==> config.mk <==
export PLATFORM = sky130hd
export DESIGN_NAME = lcb_fifo
export DESIGN_NICKNAME = d
export VERILOG_FILES = /design/src/sv/lcb_pkg.sv /design/src/sv/lcb_fifo.sv
export SDC_FILE = /design/constraint.sdc
export NUM_CORES = 1
export LEC_CHECK = 0
export ABC_AREA = 0
export BUFFER_PORTS_ARGS = -buffer_cell sky130_fd_sc_hd__buf_2
export CAP_MARGIN = 30
export CORE_ASPECT_RATIO = 1.4
export CORE_MARGIN = 2
export CORE_UTILIZATION = 50
export DETAILED_ROUTE_END_ITERATION = 10
export PLACE_DENSITY = 0.8
export SLEW_MARGIN = 20
export SYNTH_ARGS = -nofsm -noshare
export SYNTH_HDL_FRONTEND = slang
export SYNTH_SLANG_ARGS = --single-unit
==> constraint.sdc <==
create_clock -name clk_i -period 6.5 [get_ports clk_i]
set_input_delay 1.3 -clock clk_i [delete_from_list [all_inputs] [get_ports clk_i]]
set_output_delay 1.3 -clock clk_i [all_outputs]
set_load 0.02 [all_outputs]
==> src/sv/lcb_pkg.sv <==
// Shared types and constants of the LRU cache with byte budget.
package lcb_pkg;

  localparam int unsigned KeyW        = 32;
  localparam int unsigned HandleW     = 16;
  localparam int unsigned DimW        = 10;
  localparam int unsigned ByteW       = 30;
  localparam int unsigned EntryByteW  = 22;
  localparam int unsigned CountOutW   = 10;
  localparam int unsigned CfgIdxW     = 2;
  localparam int unsigned QueueDepth  = 2;

  localparam logic [9:0]       EntryCapReset = 10'd384;
  localparam logic [ByteW-1:0] ByteCapReset  = 30'd100663296;
  localparam logic [9:0]       DimLimitReset = 10'd512;

  typedef enum logic [CfgIdxW-1:0] {
    CFG_ENTRY_CAP = 2'd0,
    CFG_BYTE_CAP  = 2'd1,
    CFG_DIM_LIMIT = 2'd2
  } lcb_cfg_idx_e;

  typedef enum logic [1:0] {
    ST_HIT      = 2'd0,
    ST_INSERTED = 2'd1,
    ST_MISS     = 2'd2,
    ST_REJECT   = 2'd3
  } lcb_status_e;

  typedef enum logic [1:0] {
    CMD_LOOKUP,
    CMD_INSERT,
    CMD_REJECT
  } lcb_kind_e;

  typedef struct packed {
    logic               opcode;
    logic [KeyW-1:0]    key;
    logic [HandleW-1:0] handle_in;
    logic [DimW-1:0]    width_in;
    logic [DimW-1:0]    height_in;
  } lcb_req_t;

  typedef struct packed {
    logic [1:0]           status;
    logic [HandleW-1:0]   handle_out;
    logic [DimW-1:0]      width_out;
    logic [DimW-1:0]      height_out;
    logic [CountOutW-1:0] evicted_count;
    logic [ByteW-1:0]     bytes_in_use;
    logic [CountOutW-1:0] entries_in_use;
  } lcb_res_t;

  typedef struct packed {
    logic [9:0]       entry_cap;
    logic [ByteW-1:0] byte_cap;
    logic [9:0]       dim_limit;
  } lcb_cfg_t;

  // Classified command passed from front to back
  typedef struct packed {
    lcb_kind_e             kind;
    logic [KeyW-1:0]       key;
    logic [HandleW-1:0]    handle;
    logic [DimW-1:0]       width;
    logic [DimW-1:0]       height;
    logic [EntryByteW-1:0] nbytes;
  } lcb_cmd_t;

  // Payload of one cache slot
  typedef struct packed {
    logic [KeyW-1:0]       key;
    logic [HandleW-1:0]    handle;
    logic [DimW-1:0]       width;
    logic [DimW-1:0]       height;
    logic [EntryByteW-1:0] nbytes;
  } lcb_entry_t;

endpackage

==> src/sv/lcb_fifo.sv <==
// Short command queue between front and back.
module lcb_fifo import lcb_pkg::*; (
  input  logic     clk_i,
  input  logic     rst_ni,
  input  logic     push_i,
  input  lcb_cmd_t push_data_i,
  output logic     full_o,
  input  logic     pop_i,
  output logic     valid_o,
  output lcb_cmd_t pop_data_o
);

  localparam int unsigned PtrW = (QueueDepth > 1) ? $clog2(QueueDepth) : 1;
  localparam int unsigned CntW = $clog2(QueueDepth + 1);

  lcb_cmd_t        mem_q [QueueDepth];
  logic [PtrW-1:0] wr_ptr_q, rd_ptr_q;
  logic [CntW-1:0] cnt_q;

  assign full_o     = (cnt_q == CntW'(QueueDepth));
  assign valid_o    = (cnt_q != '0);
  assign pop_data_o = mem_q[rd_ptr_q];

  // Hold queued commands
  always_ff @(posedge clk_i) begin
    if (push_i) begin
      mem_q[wr_ptr_q] <= push_data_i;
    end
  end

  // Advance pointers and fill level
  always_ff @(posedge clk_i or negedge rst_ni) begin
    if (!rst_ni) begin
      wr_ptr_q <= '0;
      rd_ptr_q <= '0;
      cnt_q    <= '0;
    end else begin
      if (push_i) begin
        wr_ptr_q <= (wr_ptr_q == PtrW'(QueueDepth - 1)) ? '0 : wr_ptr_q + 1'b1;
      end
      if (pop_i) begin
        rd_ptr_q <= (rd_ptr_q == PtrW'(QueueDepth - 1)) ? '0 : rd_ptr_q + 1'b1;
      end
      if (push_i && !pop_i) begin
        cnt_q <= cnt_q + 1'b1;
      end else if (pop_i && !push_i) begin
        cnt_q <= cnt_q - 1'b1;
      end
    end
  end

endmodule

==> impl_metrics.json, run 1 <==
{
  "status": "finished, final reports clean",
  "slew_violations": 0,
  "layout_common_cells": "buf_2 (189), edfxtp_1 (184), mux2_4 (70)",
  "synthMuxAreaShare_pct": 18.3,
  "timing.rr.start": "wr_ptr_q$_DFFE_PN0P_",
  "synth_top_family_by_area": "multiplexers",
  "sw_frac_of_total_pct": 32.0,
  "die_h_um": 145,
  "postRouteAntennaNets": 0,
  "gp_congestion": 0.753,
  "critPathCaptureType": "output port",
  "antenna_found_initial": 1,
  "syn_avg_cell_area_sq_um": 23.5,
  "yosys.area_share.xor_xnor_pct": 0.616,
  "relSlewSlack_pct": 39.0,
  "whs_ns": 0.484,
  "peakVddDrop_mv": 0.309,
  "drive_above_1_share_pct": 61.9,
  "ys_warn_count": 0,
  "initialDrtViolationCount": 164,
  "hold_class": "flop to flop",
  "cts_buffers": 17,
  "syn_inst": 302,
  "cp-start-kind": "flop",
  "final_common_cell": "buf_2",
  "ys_ff_latch": 188,
  "drt_wl_total_um": 12500,
  "dr.pass1.iters": 5,
  "dieArea_sq_um": 15200,
  "grt_max_degree": 68,
  "grt-ovfl-total": 0,
  "grt_pass1_wl_um": 19000,
  "grtUsageTotal_pct": 16.5,
  "cts_htree_levels": 4,
  "worstPathArrival_ns": 2.57,
  "max_freq_ghz": 0.258,
  "crit_type": "flop to output port",
  "period_share_pct": 59.6,
  "cap_violations": 0,
  "dpl.hpwl_um": 8510,
  "nNetsFinal": 601,
  "p_int_mw": 2.75,
  "seqPwrFrac_pct": 42.7,
  "clkPwrFrac_pct": 24.7,
  "fin_setup_tns_ns": 0,
  "cts.clk_slew.worst_paths_ns": 0.07,
  "via_per_inst": 4.88,
  "area_delta_synth_final_pct": 24.4,
  "cts_resized": 0,
  "whs_endpoint": "cnt_q[1]$_DFFE_PN0P_",
  "row_count": 51,
  "initial_core_util_pct": 51.1,
  "grt_pass1_vias": 3605,
  "cts_tree": "built",
  "postCtsSetupBuffers": 0,
  "synth_compound_area_share_pct": 0,
  "core_area_sq_um": 13900,
  "p_leak_nw": 3.54,
  "hold_start": "cnt_q[1]$_DFFE_PN0P_",
  "period_minus_slack_ns": 3.87,
  "drc": 0,
  "setup_violations": 0,
  "synth_fa_ha_area_share_pct": 0.176,
  "fp.dieW_um": 105,
  "num_vias": 3432,
  "seq_area_frac_synth_pct": 79.1,
  "reg2reg_slack_ns": 4.15,
  "r2r-end": "mem_q[0][0]$_DFFE_PP_",
  "boundaryPins": 190,
  "rsz0062_at_grt": "no",
  "synth_simple_gate_area_share_pct": 0.405,
  "crit_path_max_fanout": 40,
  "p_comb_share_pct": 32.6,
  "cts_root_buffer": "clkbuf_16",
  "clockBufferDepth": 2,
  "worst_slew_pin_slew_ns": 0.915,
  "wl_per_cell_um": 17.8,
  "worstRegToRegCells": 2,
  "switching_power_mw": 1.29,
  "p_per_area_nw_per_um2": 457,
  "clock_latency_ns": 0.41,
  "io_buffer_count": 189,
  "clock_skew_ns": 0.00749,
  "synth_nets": 399,
  "required_ns": 5.20,
  "clock_sinks": 188,
  "synth_cell_types": 15,
  "whs_path_depth": 1,
  "finalHoldViolCount": 0,
  "ctsHoldBuffers": 0,
  "syn_area_sq_um": 7110
}
==> metal layers <==
| layer | up-vias | GRT usage (%) | part of all wire [%] |
|---|---|---|---|
| li1 | 1604 | - | - |
| met1 | 1696 | 18.3 | 38 |
| met2 | 115 | 29.9 | 55 |
| met3 | 17 | 5.12 | 5.9 |
| met4 | 0 | 5.47 | 1.4 |
| met5 | - | 0 | 0 |
==> cell usage after synthesis (all sizes together) <==
master,instances,area share [%]
xnor2,1,0.12
nor2b,2,0.18
nor2,1,0.053
dfrtp,4,1.4
and2,1,0.088
inv,1,0.053
xor2,4,0.49
ha,1,0.18
or2,1,0.088
mux2,92,18
edfxtp,184,78
buf,10,1.4
==> final cells by class <==
cell class	count	area [sq um]
fill	1047	5070
clock inverter	15	156
sequential	188	5630
timing repair buffer	193	996
antenna	2	5.00
clock buffer	17	425
inverter	1	3.75
multi-input combinational	103	1390
tap	185	231
==> worst max path at each step <==
stage / start / depth (start not counted) / endpoint
2_1_floorplan: push_i / 1 / mem_q[0][0]$_DFFE_PP_
3_3_place_gp: rd_ptr_q$_DFFE_PN0P_ / 3 / pop_data_o[72]
3_5_place_dp: rd_ptr_q$_DFFE_PN0P_ / 4 / pop_data_o[72]
4_1_cts: rd_ptr_q$_DFFE_PN0P_ / 4 / pop_data_o[72]
5_1_grt: rd_ptr_q$_DFFE_PN0P_ / 4 / pop_data_o[72]
6_report: rd_ptr_q$_DFFE_PN0P_ / 4 / pop_data_o[72]
==> state kept, by name, summed over array words and instances, names as in the netlist <==
name      flops
mem_q       184
rd_ptr_q      1
cnt_q         2
wr_ptr_q      1
==> critical path, stage by stage, from the launching register on <==
cell and delay (ns):
dfrtp_4 0.78, buf_16 0.33, buf_4 0.46, mux2_2 0.38
buf_2 0.16
==> cell families (layout without fill, tap and decap cells) <==
logic type                 Yosys count  in the layout
muxes                               92             92
xor gates and xnor gates             5              5
adders and majority gates            1              1
buffers and inverters               11            226
other                                0              2
DFF                                188            188
and+or+nand+nor                      5              5
==> stage by stage <==
stage	instances	util (%)	cell area, sq um	setup slack [ns]	total power [mW]
finish	704	63.6	8840	2.63	4.04
global route	702	63.5	8840	2.51	4.22
CTS	702	63.5	8840	2.60	4.09
detailed placement	670	59.3	8250	3.05	3.09
global placement	669	59.1	8230	2.90	3.05
floorplan	302	-	7110	0.635	2.75
==> power groups by stage <==
stage / Combinational, mW / Clock [mW] / Sequential, mW
after global routing: 1.39 / 1.07 / 1.75
final: 1.32 / 0.999 / 1.73
after detailed placement: 1.34 / 0 / 1.76
after CTS: 1.34 / 1.02 / 1.73
after global placement: 1.25 / 0 / 1.80
after floorplan: 1.04 / 0 / 1.70
(Power assumes the default switching activity.)
==> run 2, diff against run 1 <==
==> constraint.sdc (replaced) <==
create_clock -name clk_i -period 3.6 [get_ports clk_i]
set_input_delay 0.72 -clock clk_i [delete_from_list [all_inputs] [get_ports clk_i]]
set_output_delay 0.72 -clock clk_i [all_outputs]
set_load 0.02 [all_outputs]
==> impl_metrics.json, run 2 (synthesis gave the netlist of run 1 again) <==
{
  "ctsHoldBuffers": 0,
  "area_delta_synth_final_pct": 24.6,
  "core_area_sq_um": 13900,
  "initialDrtViolationCount": 140,
  "fin_setup_tns_ns": 0,
  "cts.clk_slew.worst_paths_ns": 0.07,
  "p_total_mw": 7.29,
  "cts_root_buffer": "clkbuf_16",
  "antenna_found_initial": 2,
  "postRouteAntennaNets": 0,
  "postCtsSetupBuffers": 0,
  "grtUsageTotal_pct": 16.7,
  "dieArea_sq_um": 15200,
  "cts_htree_levels": 4,
  "via_per_inst": 4.94,
  "wl_per_cell_um": 17.3,
  "max_stage_delay_ns": 0.67,
  "cts_resized": 0,
  "hold_class": "primary input to async pin",
  "setup_violations": 0,
  "dp_slack_ns": 1.21,
  "drt_wl_total_um": 12200,
  "p_leak_nw": 3.55,
  "fp.dieW_um": 105,
  "worst_slew_pin_slew_ns": 0.775,
  "cts_buffers": 17,
  "fin_cells": 703,
  "slew_violations": 0,
  "cp_cell_sequence": "buf_4 > mux2_2 > buf_2",
  "grt_max_degree": 55,
  "clockBufferDepth": 2,
  "clock_skew_ns": 0.0112,
  "rsz0062_at_grt": "no",
  "largest_reg_flops": 184,
  "crit_type": "flop to output port",
  "row_count": 51,
  "drive_above_1_share_pct": 62.0,
  "dr.pass1.iters": 4,
  "grt_pass1_vias": 3790,
  "dpl_cell_area_sq_um": 8280,
  "critPathCaptureType": "output port",
  "nNetsFinal": 602,
  "crit_buf_inv": 2,
  "peakVddDrop_mv": 0.407,
  "finalHoldViolCount": 0,
  "cts_tree": "built",
  "cap_violations": 0,
  "timing.final.ws_setup_ns": 0.789,
  "cpMaxStageDelayCell": "dfrtp_4",
  "boundaryPins": 190,
  "grt-ovfl-total": 0,
  "num_vias": 3472,
  "required_ns": 2.88,
  "dpl.hpwl_um": 8310,
  "placed_cells": 671,
  "crit_path_max_fanout": 22,
  "grt_pass1_wl_um": 19300,
  "period_minus_slack_ns": 2.81,
  "clock_latency_ns": 0.42,
  "cp-start-kind": "flop",
  "die_h_um": 145,
  "max_freq_ghz": 0.356,
  "worstPathArrival_ns": 2.09,
  "clock_sinks": 188,
  "status": "finished, final reports clean",
  "p_per_area_nw_per_um2": 823,
  "top_regs": "mem_q (184), cnt_q (2)",
  "diodes": 0,
  "final_area_sq_um": 8860,
  "relSlewSlack_pct": 48.3,
  "top_register": "mem_q",
  "drc": 0,
  "crit_family": "flip-flops",
  "period_share_pct": 78.1,
  "layout_common_cells": "buf_2 (189), edfxtp_1 (184), mux2_4 (70)",
  "io_buffer_count": 189,
  "initial_core_util_pct": 51.1,
  "final_common_cell": "buf_2",
  "gp_congestion": 0.741
}
run 2: power by group:
| group | leakage [nW] | internal [mW] | switching [mW] |
|---|---|---|---|
| combinational | 1.49 | 1.08 | 1.35 |
| sequential | 1.77 | 2.91 | 0.169 |
| clock | 0.280 | 0.979 | 0.805 |
run 2: stage by stage:
stage               hold slack (ns)  utilization [%]
CTS                          0.0975             63.7
finish                        0.108             63.7
floorplan                     0.424                -
detailed placement            0.492             59.5
global route                 0.0911             63.7
global placement              0.465             59.5
run 2: layout make-up:
| type | instances | area (sq um) |
|---|---|---|
| flip-flops and latches | 188 | 5630 |
| fillers | 1014 | 5050 |
| multi-input cells | 103 | 1390 |
| repair buffers | 194 | 1020 |
| clock buffers | 17 | 425 |
| well taps | 185 | 231 |
| clock inverters | 15 | 156 |
| inverters | 1 | 3.75 |
run 2: per-layer routing:
layer	track usage, %	wire (um)	vias to the layer above
met5	0	26	-
met1	17.8	4330	1694
met2	29.3	6620	135
li1	-	-	1602
met4	8.67	455	4
met3	5.26	750	37
run 2: worst paths after layout:
check / start / to / slack (ns) / cells past startpoint
min reg2reg: cnt_q[1]$_DFFE_PN0P_ / cnt_q[1]$_DFFE_PN0P_ / 0.50 / 1
max reg2reg: wr_ptr_q$_DFFE_PN0P_ / mem_q[1][30]$_DFFE_PP_ / 1.83 / 2
max in group asynchronous: rst_ni / rd_ptr_q$_DFFE_PN0P_ / 3.33 / 1
min: rst_ni / cnt_q[0]$_DFFE_PN0P_ / 0.11 / 1
max: rd_ptr_q$_DFFE_PN0P_ / pop_data_o[89] / 0.79 / 3
min in group clk_i: push_data_i[70] / mem_q[0][70]$_DFFE_PP_ / 0.49 / 1
run 2: worst register-to-register path: cells and delay by family, from the launching register on:
family	cells	cell delay, ns
flops	1	0.42
simple gates	1	0.70
buf+inv	1	0.32
