[src/sv/lcb_pkg.sv]
// Shared types and constants of the LRU cache with byte budget.
package lcb_pkg;

  localparam int unsigned KeyW        = 32;
  localparam int unsigned HandleW     = 16;
  localparam int unsigned DimW        = 10;
  localparam int unsigned ByteW       = 30;
  localparam int unsigned EntryByteW  = 22;
  localparam int unsigned CountOutW   = 10;
  localparam int unsigned CfgIdxW     = 2;
  localparam int unsigned QueueDepth  = 2;

  localparam logic [9:0]       EntryCapReset = 10'd384;
  localparam logic [ByteW-1:0] ByteCapReset  = 30'd100663296;
  localparam logic [9:0]       DimLimitReset = 10'd512;

  typedef enum logic [CfgIdxW-1:0] {
    CFG_ENTRY_CAP = 2'd0,
    CFG_BYTE_CAP  = 2'd1,
    CFG_DIM_LIMIT = 2'd2
  } lcb_cfg_idx_e;

  typedef enum logic [1:0] {
    ST_HIT      = 2'd0,
    ST_INSERTED = 2'd1,
    ST_MISS     = 2'd2,
    ST_REJECT   = 2'd3
  } lcb_status_e;

  typedef enum logic [1:0] {
    CMD_LOOKUP,
    CMD_INSERT,
    CMD_REJECT
  } lcb_kind_e;

  typedef struct packed {
    logic               opcode;
    logic [KeyW-1:0]    key;
    logic [HandleW-1:0] handle_in;
    logic [DimW-1:0]    width_in;
    logic [DimW-1:0]    height_in;
  } lcb_req_t;

  typedef struct packed {
    logic [1:0]           status;
    logic [HandleW-1:0]   handle_out;
    logic [DimW-1:0]      width_out;
    logic [DimW-1:0]      height_out;
    logic [CountOutW-1:0] evicted_count;
    logic [ByteW-1:0]     bytes_in_use;
    logic [CountOutW-1:0] entries_in_use;
  } lcb_res_t;

  typedef struct packed {
    logic [9:0]       entry_cap;
    logic [ByteW-1:0] byte_cap;
    logic [9:0]       dim_limit;
  } lcb_cfg_t;

  // Classified command passed from front to back
  typedef struct packed {
    lcb_kind_e             kind;
    logic [KeyW-1:0]       key;
    logic [HandleW-1:0]    handle;
    logic [DimW-1:0]       width;
    logic [DimW-1:0]       height;
    logic [EntryByteW-1:0] nbytes;
  } lcb_cmd_t;

  // Payload of one cache slot
  typedef struct packed {
    logic [KeyW-1:0]       key;
    logic [HandleW-1:0]    handle;
    logic [DimW-1:0]       width;
    logic [DimW-1:0]       height;
    logic [EntryByteW-1:0] nbytes;
  } lcb_entry_t;

endpackage

[src/sv/lcb_front.sv]
// Front end: classifies each accepted request and sizes its image.
module lcb_front import lcb_pkg::*; (
  input  lcb_req_t req_i,
  input  lcb_cfg_t cfg_i,
  output lcb_cmd_t cmd_o
);

  logic                  bad_size;
  logic [2*DimW-1:0]     area;

  // Reject zero or oversized dimensions on insert
  assign bad_size = (req_i.width_in == '0) || (req_i.height_in == '0) ||
                    (req_i.width_in > cfg_i.dim_limit) ||
                    (req_i.height_in > cfg_i.dim_limit);

  assign area = req_i.width_in * req_i.height_in;

  always_comb begin
    cmd_o.key    = req_i.key;
    cmd_o.handle = req_i.handle_in;
    cmd_o.width  = req_i.width_in;
    cmd_o.height = req_i.height_in;
    cmd_o.nbytes = {area, 2'b00};
    if (!req_i.opcode) begin
      cmd_o.kind = CMD_LOOKUP;
    end else if (bad_size) begin
      cmd_o.kind = CMD_REJECT;
    end else begin
      cmd_o.kind = CMD_INSERT;
    end
  end

endmodule

[config.mk]
export PLATFORM = sky130hd
export DESIGN_NAME = lcb_front
export DESIGN_NICKNAME = d
export VERILOG_FILES = /design/src/sv/lcb_pkg.sv /design/src/sv/lcb_front.sv
export SDC_FILE = /design/constraint.sdc
export NUM_CORES = 1
export LEC_CHECK = 0
export BUFFER_PORTS_ARGS = -buffer_cell sky130_fd_sc_hd__clkbuf_2
export CAP_MARGIN = 15
export CORE_MARGIN = 5
export CORE_UTILIZATION = 51
export DETAILED_ROUTE_END_ITERATION = 16
export GPL_ROUTABILITY_DRIVEN = 0
export PLACE_DENSITY = 0.87
export SLEW_MARGIN = 40
export SYNTH_ARGS = -nofsm -noshare
export SYNTH_HDL_FRONTEND = slang
export SYNTH_SLANG_ARGS = --single-unit
[constraint.sdc]
create_clock -name vclk -period 8.7
set_clock_uncertainty 0.05 [all_clocks]
set_input_delay 0.87 -clock vclk [all_inputs]
set_output_delay 0.87 -clock vclk [all_outputs]
set_load 0.02 [all_outputs]
==> summary.txt, run 1 <==
Setup path
  • CP Max Fanout: 13
  • Worst path slowest cell: fa_1
  • WP data required: 7.78 ns
  • CP cell instances: clkbuf_2 > nand2_1 > fa_1 > inv_1 > fa_1 > inv_1 > fa_1 > inv_1 > fa_1 > inv_1 > fa_1 > inv_1 > ha_1 > nor4_1 > o21ai_1 > a311oi_1 > nor2_1 > a31oi_1 > xnor2_1 > clkbuf_2
  • WS Path Type: input pin to primary output
  • Crit path DAT: 5.95 ns
  • CP startpoint kind: input pin
  • CP max stage delay: 0.54 ns
  • Critical path capture point type: primary output

Power
  • Logic pwr share: 1.000
  • Sw frac: 0.614
  • PD cells: 286 nW/um^2
  • Internal: 0.473 mW
  • Leakage: 2.40 nW
  • Sequential Power Share: 0
  • Net Sw Power: 0.751 mW
  • Peak supply drop: 0.350 mV
  • Clock share of power: 0

GRT
  • Global route total overflow: 0
  • First-pass GRT wire length: 15600 um
  • All-layer global routing usage: 0.180
  • Number of global-route vias before repair: 3416
  • Largest net degree at the start of global routing: 14
  • Initial antenna violation count: 0

Synth
  • Distinct cells, synth: 42
  • Mapped cell area: 4380 sq um
  • Area contributors post-synth: fa_1 28%, ha_1 21%, buf_4 12%
  • Yosys top cell by area: fa_1
  • Most common cell in the netlist: ha_1
  • Post-synth top area share: 0.284
  • Commonest cells in the netlist: 75 x ha_1, 70 x buf_4, 67 x inv_1
  • Seq/Total Area, Yosys: 0
  • Synth Area per Inst: 8.50 sq um
  • Synthesis warning total: 0
  • Syn Inst Count: 515

Placed design
  • Detailed placer's ending HPWL: 8070 um
  • Input/output buffers: 73
  • Placed Cells: 604

Die
  • Core area: 8300 sq um
  • Chip width: 103 um
  • Die area: 10500 sq um
  • Die height: 103 um
  • Row count: 33
  • Initial core utilization: 0.528
  • Top Ports: 211

Finish
  • Register area: 0 sq um
  • Total number of sequential cells: 0
  • Number of antenna diodes: 0
  • Final non-filler cell total: 604
  • Share of cells above drive strength 1: 0.164
  • Final Net Count: 757
  • Area Overhead vs Synth: -2.29%
  • CLK BUF: 0

STA
  • Final Slew Violations: 0
  • Final TNS setup: 0 ns
  • Max-slew headroom: 0.667
  • Final setup fails: 0
  • Final Critical Period: 6.87 ns
  • Period utilization: 0.789
  • RSZ-0062 raised after global routing: false
  • Worst slew pin tran: 0.496 ns
  • Max Freq: 0.146 GHz
  • Final hold vios: 0

Flow run
  • Max-cap viol count: 0

Worst hold path
  • Hold Path End: cmd_o[45]
  • Min-delay worst type: input pin to primary output
  • Depth of the worst hold-timing path: 0
  • Hold path startpoint: req_i[23]

Drt
  • Wirelength per Cell: 16.1 um
  • Via/cell ratio: 5.60
  • DR iter-0 viols: 99
  • Total iterations of the first detailed-routing run: 4
  • Number of remaining DRC errors: 0
  • Drt total wl: 9730 um
  • Via Count: 3383
  • Post-route ant nets: 0

Clock network
  • Postcts setup bufs: 0
  • Post-CTS sizing: 0
  • CTS Hold Bufs: 0

Outcome
  • Status: finished, final reports clean
logic make-up after synthesis:
group,count (synthesis),share of synthesized area
buffers and inverters,157,0.195
XOR/XNOR,16,0.0320
other,1,0.000857
adder cells (fa/ha/maj),137,0.498
AND/OR/NAND/NOR,145,0.178
AO/OA/AOI/OAI,59,0.0963
how the worst max path moves through the flow:
stage	to	startpoint	slack [ns]	cells after the start
6_report	cmd_o[20]	req_i[15]	1.83	20
5_1_grt	cmd_o[20]	req_i[15]	1.54	20
4_1_cts	cmd_o[19]	req_i[15]	1.84	20
3_5_place_dp	cmd_o[19]	req_i[15]	1.86	20
3_3_place_gp	cmd_o[19]	req_i[15]	1.89	20
2_1_floorplan	cmd_o[21]	req_i[3]	1.93	18
layer usage:
layer / vias up / GRT usage / share of wire
li1: 1557 / - / -
met1: 1684 / 0.223 / 0.39
met2: 110 / 0.336 / 0.53
met4: 0 / 0.0494 / 0.023
met3: 32 / 0.0122 / 0.061
met5: - / 0 / 0
layout make-up:
cell class	count	area, sq um
fill	780	4020
inverter	67	251
multi-input combinational	359	3530
tap	105	131
timing repair buffer	73	365
power by group through the flow:
stage / logic (mW) / registers (mW) / clock network, mW
CTS: 1.24 / 0 / 0
floorplan: 0.945 / 0 / 0
global route: 1.37 / 0 / 0
finish: 1.22 / 0 / 0
detailed placement: 1.23 / 0 / 0
global placement: 1.20 / 0 / 0
per-stage QoR:
stage	worst slack (ns)	area, sq um	util	hold WS, ns	power [mW]
detailed placement	1.86	4280	0.515	1.69	1.23
global route	1.54	4280	0.515	1.69	1.37
finish	1.83	4280	0.515	1.69	1.22
global placement	1.89	4280	0.515	1.69	1.20
CTS	1.84	4280	0.515	1.69	1.24
floorplan	1.93	4380	-	1.80	0.945
cell usage in the layout (no fill, tap or decap), types with 2 or more instances in the layout:
cell | synthesis | final
a211oi_1 | 4 | 4
a21o_1 | 10 | 10
a21oi_1 | 11 | 11
a31oi_1 | 2 | 2
a41oi_2 | 2 | 2
and2_1 | 63 | 63
and3_1 | 6 | 6
clkbuf_2 | 0 | 73
conb_1 | 1 | 2
fa_1 | 62 | 62
ha_1 | 75 | 75
inv_1 | 67 | 67
nand2_1 | 44 | 44
nand2b_1 | 2 | 2
nand3_1 | 5 | 5
nand4_1 | 3 | 3
nor2_1 | 6 | 6
nor2b_1 | 3 | 3
nor3_1 | 3 | 3
nor4_1 | 3 | 3
o21ai_0 | 9 | 9
o21ai_1 | 3 | 3
o21bai_1 | 6 | 6
or2_2 | 2 | 2
or4_1 | 3 | 3
xnor2_1 | 12 | 12
xor2_1 | 4 | 4
worst max-delay path: cells and delay by family:
family	cells	cell delay, ns
xor gates and xnor gates	1	0.15
and+or+nand+nor	3	0.52
AOI/OAI and AO/OA	3	0.88
adders and majority gates	6	2.79
buffers and inverters	7	0.72
Note: power is estimated with default switching activity, not from simulation.
==> inputs of run 2 (changes only) <==
--- a/config.mk
+++ b/config.mk
@@ -8,10 +8,10 @@
 export BUFFER_PORTS_ARGS = -buffer_cell sky130_fd_sc_hd__clkbuf_2
 export CAP_MARGIN = 15
 export CORE_MARGIN = 5
-export CORE_UTILIZATION = 51
+export CORE_UTILIZATION = 45
 export DETAILED_ROUTE_END_ITERATION = 16
 export GPL_ROUTABILITY_DRIVEN = 0
-export PLACE_DENSITY = 0.87
+export PLACE_DENSITY = 0.81
 export SLEW_MARGIN = 40
 export SYNTH_ARGS = -nofsm -noshare
 export SYNTH_HDL_FRONTEND = slang
==> constraint.sdc (replaced) <==
create_clock -name vclk -period 5.6
set_clock_uncertainty 0.05 [all_clocks]
set_input_delay 0.56 -clock vclk [all_inputs]
set_output_delay 0.56 -clock vclk [all_outputs]
set_load 0.02 [all_outputs]
==> run 2 against run 1 <==
Compared with the run above:
- the run now ends with setup timing left
- cell area up 21%
- via count up 8.1%
- combinational power up 110%
- highest routed layer unchanged
==> summary.txt, run 2 (same netlist as run 1, synthesis figures left out) <==
Setup path
  • Critical path capture point type: primary output
  • Buf/Inv on CP: 8
  • WP data required: 4.99 ns
  • CP Max Fanout: 4
  • WS Path Type: input pin to primary output
  • Worst path slowest cell: fa_1
  • Crit path to: cmd_o[18]
  • CP cell instances: clkbuf_16 > nand2_4 > fa_1 > inv_1 > fa_1 > inv_1 > fa_1 > inv_2 > fa_1 > inv_1 > fa_1 > inv_2 > ha_4 > nor4_4 > o21ai_2 > a311oi_2 > buf_4 > o21bai_4 > a41oi_2 > xnor2_2 > clkbuf_8
  • CP startpoint kind: input pin
  • CP max stage delay: 0.54 ns
  • Crit path DAT: 5.08 ns
  • Crit path from: req_i[17]
  • WP depth: 21
  • CP delay by family, top: adder cells
  • Cell mode on critical path: fa_1

Finish
  • Number of antenna diodes: 0
  • Most common cell after layout, fill and taps aside: ha_1
  • Final Cell Area: 5190 sq um
  • Share of cells above drive strength 1: 0.335
  • Register area: 0 sq um
  • CLK BUF: 0
  • Fin util: 0.539
  • Final Net Count: 814
  • Total number of sequential cells: 0
  • Fillers: 828
  • Most frequent cells in the layout: 67 x ha_1, 60 x and2_1, 60 x inv_1
  • Area Overhead vs Synth: 18.6%

Worst hold path
  • Min-delay worst type: input pin to primary output

Power
  • Leakage: 2.79 nW
  • Power Total: 2.60 mW
  • PD cells: 501 nW/um^2
  • Peak supply drop: 0.755 mV

STA
  • Final TNS setup: -0.218 ns
  • Max Freq: 0.176 GHz
  • RSZ-0062 raised after global routing: true
  • Final setup fails: 5
  • Final hold vios: 0
  • Final worst slack: -0.0901 ns
  • Period utilization: 1.02
  • Final Slew Violations: 0
  • Final Critical Period: 5.69 ns

Drt
  • Total iterations of the first detailed-routing run: 4
  • Post-route ant nets: 0
  • DR iter-0 viols: 124
  • Wirelength per Cell: 16.5 um
  • Via/cell ratio: 5.31
  • Drt total wl: 11400 um
  • Via Count: 3657
  • Number of remaining DRC errors: 0

Outcome
  • Status: finished, violations left
  • Failing checks: setup timing

GRT
  • All-layer global routing usage: 0.186
  • Global route total overflow: 0
  • First-pass GRT wire length: 18000 um
  • Initial antenna violation count: 0
  • Number of global-route vias before repair: 3898
  • Largest net degree at the start of global routing: 13

Die
  • Initial core utilization: 0.454
  • Top Ports: 211
  • Core area: 9640 sq um
  • Die height: 109 um
  • Row count: 36
  • Die area: 11800 sq um
  • Chip width: 109 um

Flow run
  • Max-cap viol count: 0

Placed design
  • Placed Area: 4710 sq um
  • Post-Place Setup Slack: -0.428 ns
  • Input/output buffers: 73
  • Detailed placer's ending HPWL: 9240 um
## run 2: how the worst min path moves through the flow
stage | from | to | cells after the start
floorplan | req_i[0] | cmd_o[22] | 1
global placement | req_i[22] | cmd_o[44] | 0
detailed placement | req_i[22] | cmd_o[44] | 0
CTS | req_i[22] | cmd_o[44] | 0
global route | req_i[36] | cmd_o[58] | 0
finish | req_i[21] | cmd_o[43] | 0
## run 2: timing repair
action,4_1_cts,5_1_grt
hold buffers,0,0
resized for setup,44,56
buffers inserted,3,8
setup endpoints to repair,9,9
pin swaps,23,31
## run 2: final cells by class
cell class | instances | area, sq um | area share
Inverter | 67 | 251 | 0.0484
Multi-Input combinational cell | 359 | 3790 | 0.730
Tap cell | 133 | 166 | 0.0320
Timing Repair Buffer | 130 | 983 | 0.189
## run 2: metrics by stage
stage                     hold slack (ns)  std cells
after floorplan                      1.18        516
after global placement               1.07        680
after detailed placement             1.07        680
after CTS                            1.07        682
after global routing                 1.07        689
final                                1.07        689
## run 2: metal layers
layer | GRT usage | part of all wire
met1 | 0.225 | 0.37
met2 | 0.335 | 0.52
met3 | 0.0320 | 0.079
met4 | 0.0595 | 0.029
met5 | 0 | 0
## run 2: report_power, final
part / leakage, nW / switching, mW / internal, mW
registers: 0 / 0 / 0
logic: 2.79 / 1.39 / 1.21
clock network: 0 / 0 / 0
total: 2.79 / 1.39 / 1.21
==> inputs of run 3 (changes only) <==
--- a/config.mk
+++ b/config.mk
@@ -7,11 +7,13 @@
 export LEC_CHECK = 0
 export BUFFER_PORTS_ARGS = -buffer_cell sky130_fd_sc_hd__clkbuf_2
 export CAP_MARGIN = 15
+export CELL_PAD_IN_SITES_DETAIL_PLACEMENT = 1
+export CELL_PAD_IN_SITES_GLOBAL_PLACEMENT = 1
 export CORE_MARGIN = 5
-export CORE_UTILIZATION = 45
+export CORE_UTILIZATION = 32
 export DETAILED_ROUTE_END_ITERATION = 16
 export GPL_ROUTABILITY_DRIVEN = 0
-export PLACE_DENSITY = 0.81
+export PLACE_DENSITY_LB_ADDON = 0.1
 export SLEW_MARGIN = 40
 export SYNTH_ARGS = -nofsm -noshare
 export SYNTH_HDL_FRONTEND = slang
==> constraint.sdc (replaced) <==
create_clock -name vclk -period 5.6
set_clock_uncertainty 0.05 [all_clocks]
set_input_delay 0.56 -clock vclk [all_inputs]
set_output_delay 0.56 -clock vclk [all_outputs]
set_load 0.05 [all_outputs]
==> run 3 against run 2 <==
Compared with the run above:
- first-iteration DRC count shrank 46%
- routed wire length up 7.0%
- die area up 37%
- count of clock-buffer cells in the layout unchanged
- sequential share of layout area stayed put
- cell area increased by 5.5%
- non-clock buffer count rose by 15
- critical path depth shrank 1
- combinational power is 48% higher
- the run still ends with setup timing left
- global-route usage decreased by 3.8 points
- fmax decreased by 0.57%
- total power rose by 48%
==> summary.txt, run 3 (same netlist as run 1, synthesis figures left out) <==
Placed design
  • Detailed placer's ending HPWL: 10700 um
  • Input/output buffers: 73
  • Placed Cells: 740
  • Placed Area: 5120 sq um

Die
  • Core area: 13300 sq um
  • Initial core utilization: 0.328
  • Top Ports: 211
  • Die area: 16100 sq um
  • Die height: 127 um
  • Chip width: 127 um
  • Row count: 42

Power
  • Power Total: 3.84 mW
  • Peak supply drop: 0.621 mV
  • PD cells: 701 nW/um^2
  • Leakage: 2.91 nW

Finish
  • Fin util: 0.410
  • Fillers: 1581
  • Multi-input logic area: 3830 sq um
  • Share of cells above drive strength 1: 0.333
  • Most common cell after layout, fill and taps aside: ha_1
  • Final Net Count: 829
  • Final non-filler cell total: 747
  • Area Overhead vs Synth: 25.1%
  • Most frequent cells in the layout: 70 x ha_1, 68 x buf_4, 64 x inv_1
  • Final Cell Area: 5480 sq um
  • Total number of sequential cells: 0
  • CLK BUF: 0
  • Number of antenna diodes: 0
  • Register area: 0 sq um

Worst hold path
  • Hold Path End: cmd_o[45]
  • Hold path startpoint: req_i[23]
  • Depth of the worst hold-timing path: 0
  • Min-delay worst type: input pin to primary output

GRT
  • Global route total overflow: 0
  • All-layer global routing usage: 0.148
  • Largest net degree at the start of global routing: 13
  • Number of global-route vias before repair: 4004
  • First-pass GRT wire length: 19900 um
  • Initial antenna violation count: 0

Setup path
  • CP Max Fanout: 5
  • WS Path Type: input pin to primary output
  • WP data required: 4.99 ns
  • CP startpoint kind: input pin
  • Crit path DAT: 5.11 ns
  • Critical path capture point type: primary output

STA
  • RSZ-0062 raised after global routing: true
  • Final setup fails: 5
  • Final Critical Period: 5.72 ns
  • Max Freq: 0.175 GHz
  • Final worst slack: -0.123 ns
  • Final hold vios: 0
  • Period utilization: 1.02
  • Final Slew Violations: 0
  • Final hold slack: 1.07 ns

Drt
  • Number of remaining DRC errors: 0
  • Total iterations of the first detailed-routing run: 4
  • Drt total wl: 12200 um
  • Via/cell ratio: 4.79
  • Post-route ant nets: 0
  • Wirelength per Cell: 16.3 um
  • DR iter-0 viols: 67
  • Via Count: 3578

Flow run
  • Max-cap viol count: 0

Clock network
  • CTS Hold Bufs: 0

Outcome
  • Status: finished, violations left
  • Failing checks: setup timing
run 3: changes by cell type in the layout (fill, tap and decap cells not counted), moves of 3 or more:
cell      before  now
buf_8          3    0
buf_4         57   68
nand2_2        6    3
buf_6          8    4
buf_12         0    9
xnor2_4        0    3
inv_2          7    3
inv_1         60   64
ha_1          67   70
nand2_1       36   40
clkbuf_4       0    5
clkbuf_2      52   49
run 3: worst max path at each step:
stage / from / endpoint / slack [ns] / cells after the start
final: req_i[3] / cmd_o[19] / -0.12 / 20
after CTS: req_i[3] / cmd_o[19] / -0.18 / 21
after global routing: req_i[2] / cmd_o[19] / -0.31 / 21
after detailed placement: req_i[15] / cmd_o[18] / -0.40 / 20
after global placement: req_i[12] / cmd_o[18] / -0.38 / 18
after floorplan: req_i[3] / cmd_o[20] / 0.02 / 17
run 3: area by class of cell:
class	instances	share of cell area
Multi-Input combinational cell	359	0.699
Timing Repair Buffer	145	0.215
Inverter	67	0.0459
Tap cell	176	0.0402
run 3: layer usage:
| metal | track usage | vias up | part of all wire |
|---|---|---|---|
| met5 | 0 | - | 0 |
| met3 | 0.00336 | 30 | 0.021 |
| met4 | 0.0170 | 0 | 0.011 |
| li1 | - | 1693 | - |
| met1 | 0.188 | 1807 | 0.42 |
| met2 | 0.288 | 48 | 0.55 |
run 3: per-stage QoR:
stage                     setup TNS [ns]  setup WS [ns]
after floorplan                        0         0.0164
after global placement             -1.79         -0.379
after detailed placement           -2.18         -0.403
after CTS                         -0.539         -0.176
after global routing               -1.83         -0.305
final                             -0.462         -0.123
run 3: what timing repair did:
item	in CTS	in global routing
setup buffers	7	1
setup endpoints to repair	9	11
pin swaps	25	9
gates resized for setup	41	20
run 3: critical path: stages:
cell       delay, ns
clkbuf_16       0.12
nand2_4         0.05
fa_1            0.54
inv_1           0.05
fa_1            0.48
inv_1           0.05
fa_1            0.49
inv_2           0.04
fa_1            0.52
inv_1           0.05
fa_1            0.51
inv_2           0.05
ha_4            0.24
a21oi_4         0.20
o211ai_4        0.11
a41oi_4         0.28
o21ai_4         0.10
or4_4           0.44
nand3_4         0.08
buf_12          0.13
run 3: report_power, final:
part	internal, mW	leakage, nW	switching, mW	total [mW]
clock network	0	0	0	0
logic	1.75	2.91	2.09	3.84
registers	0	0	0	0
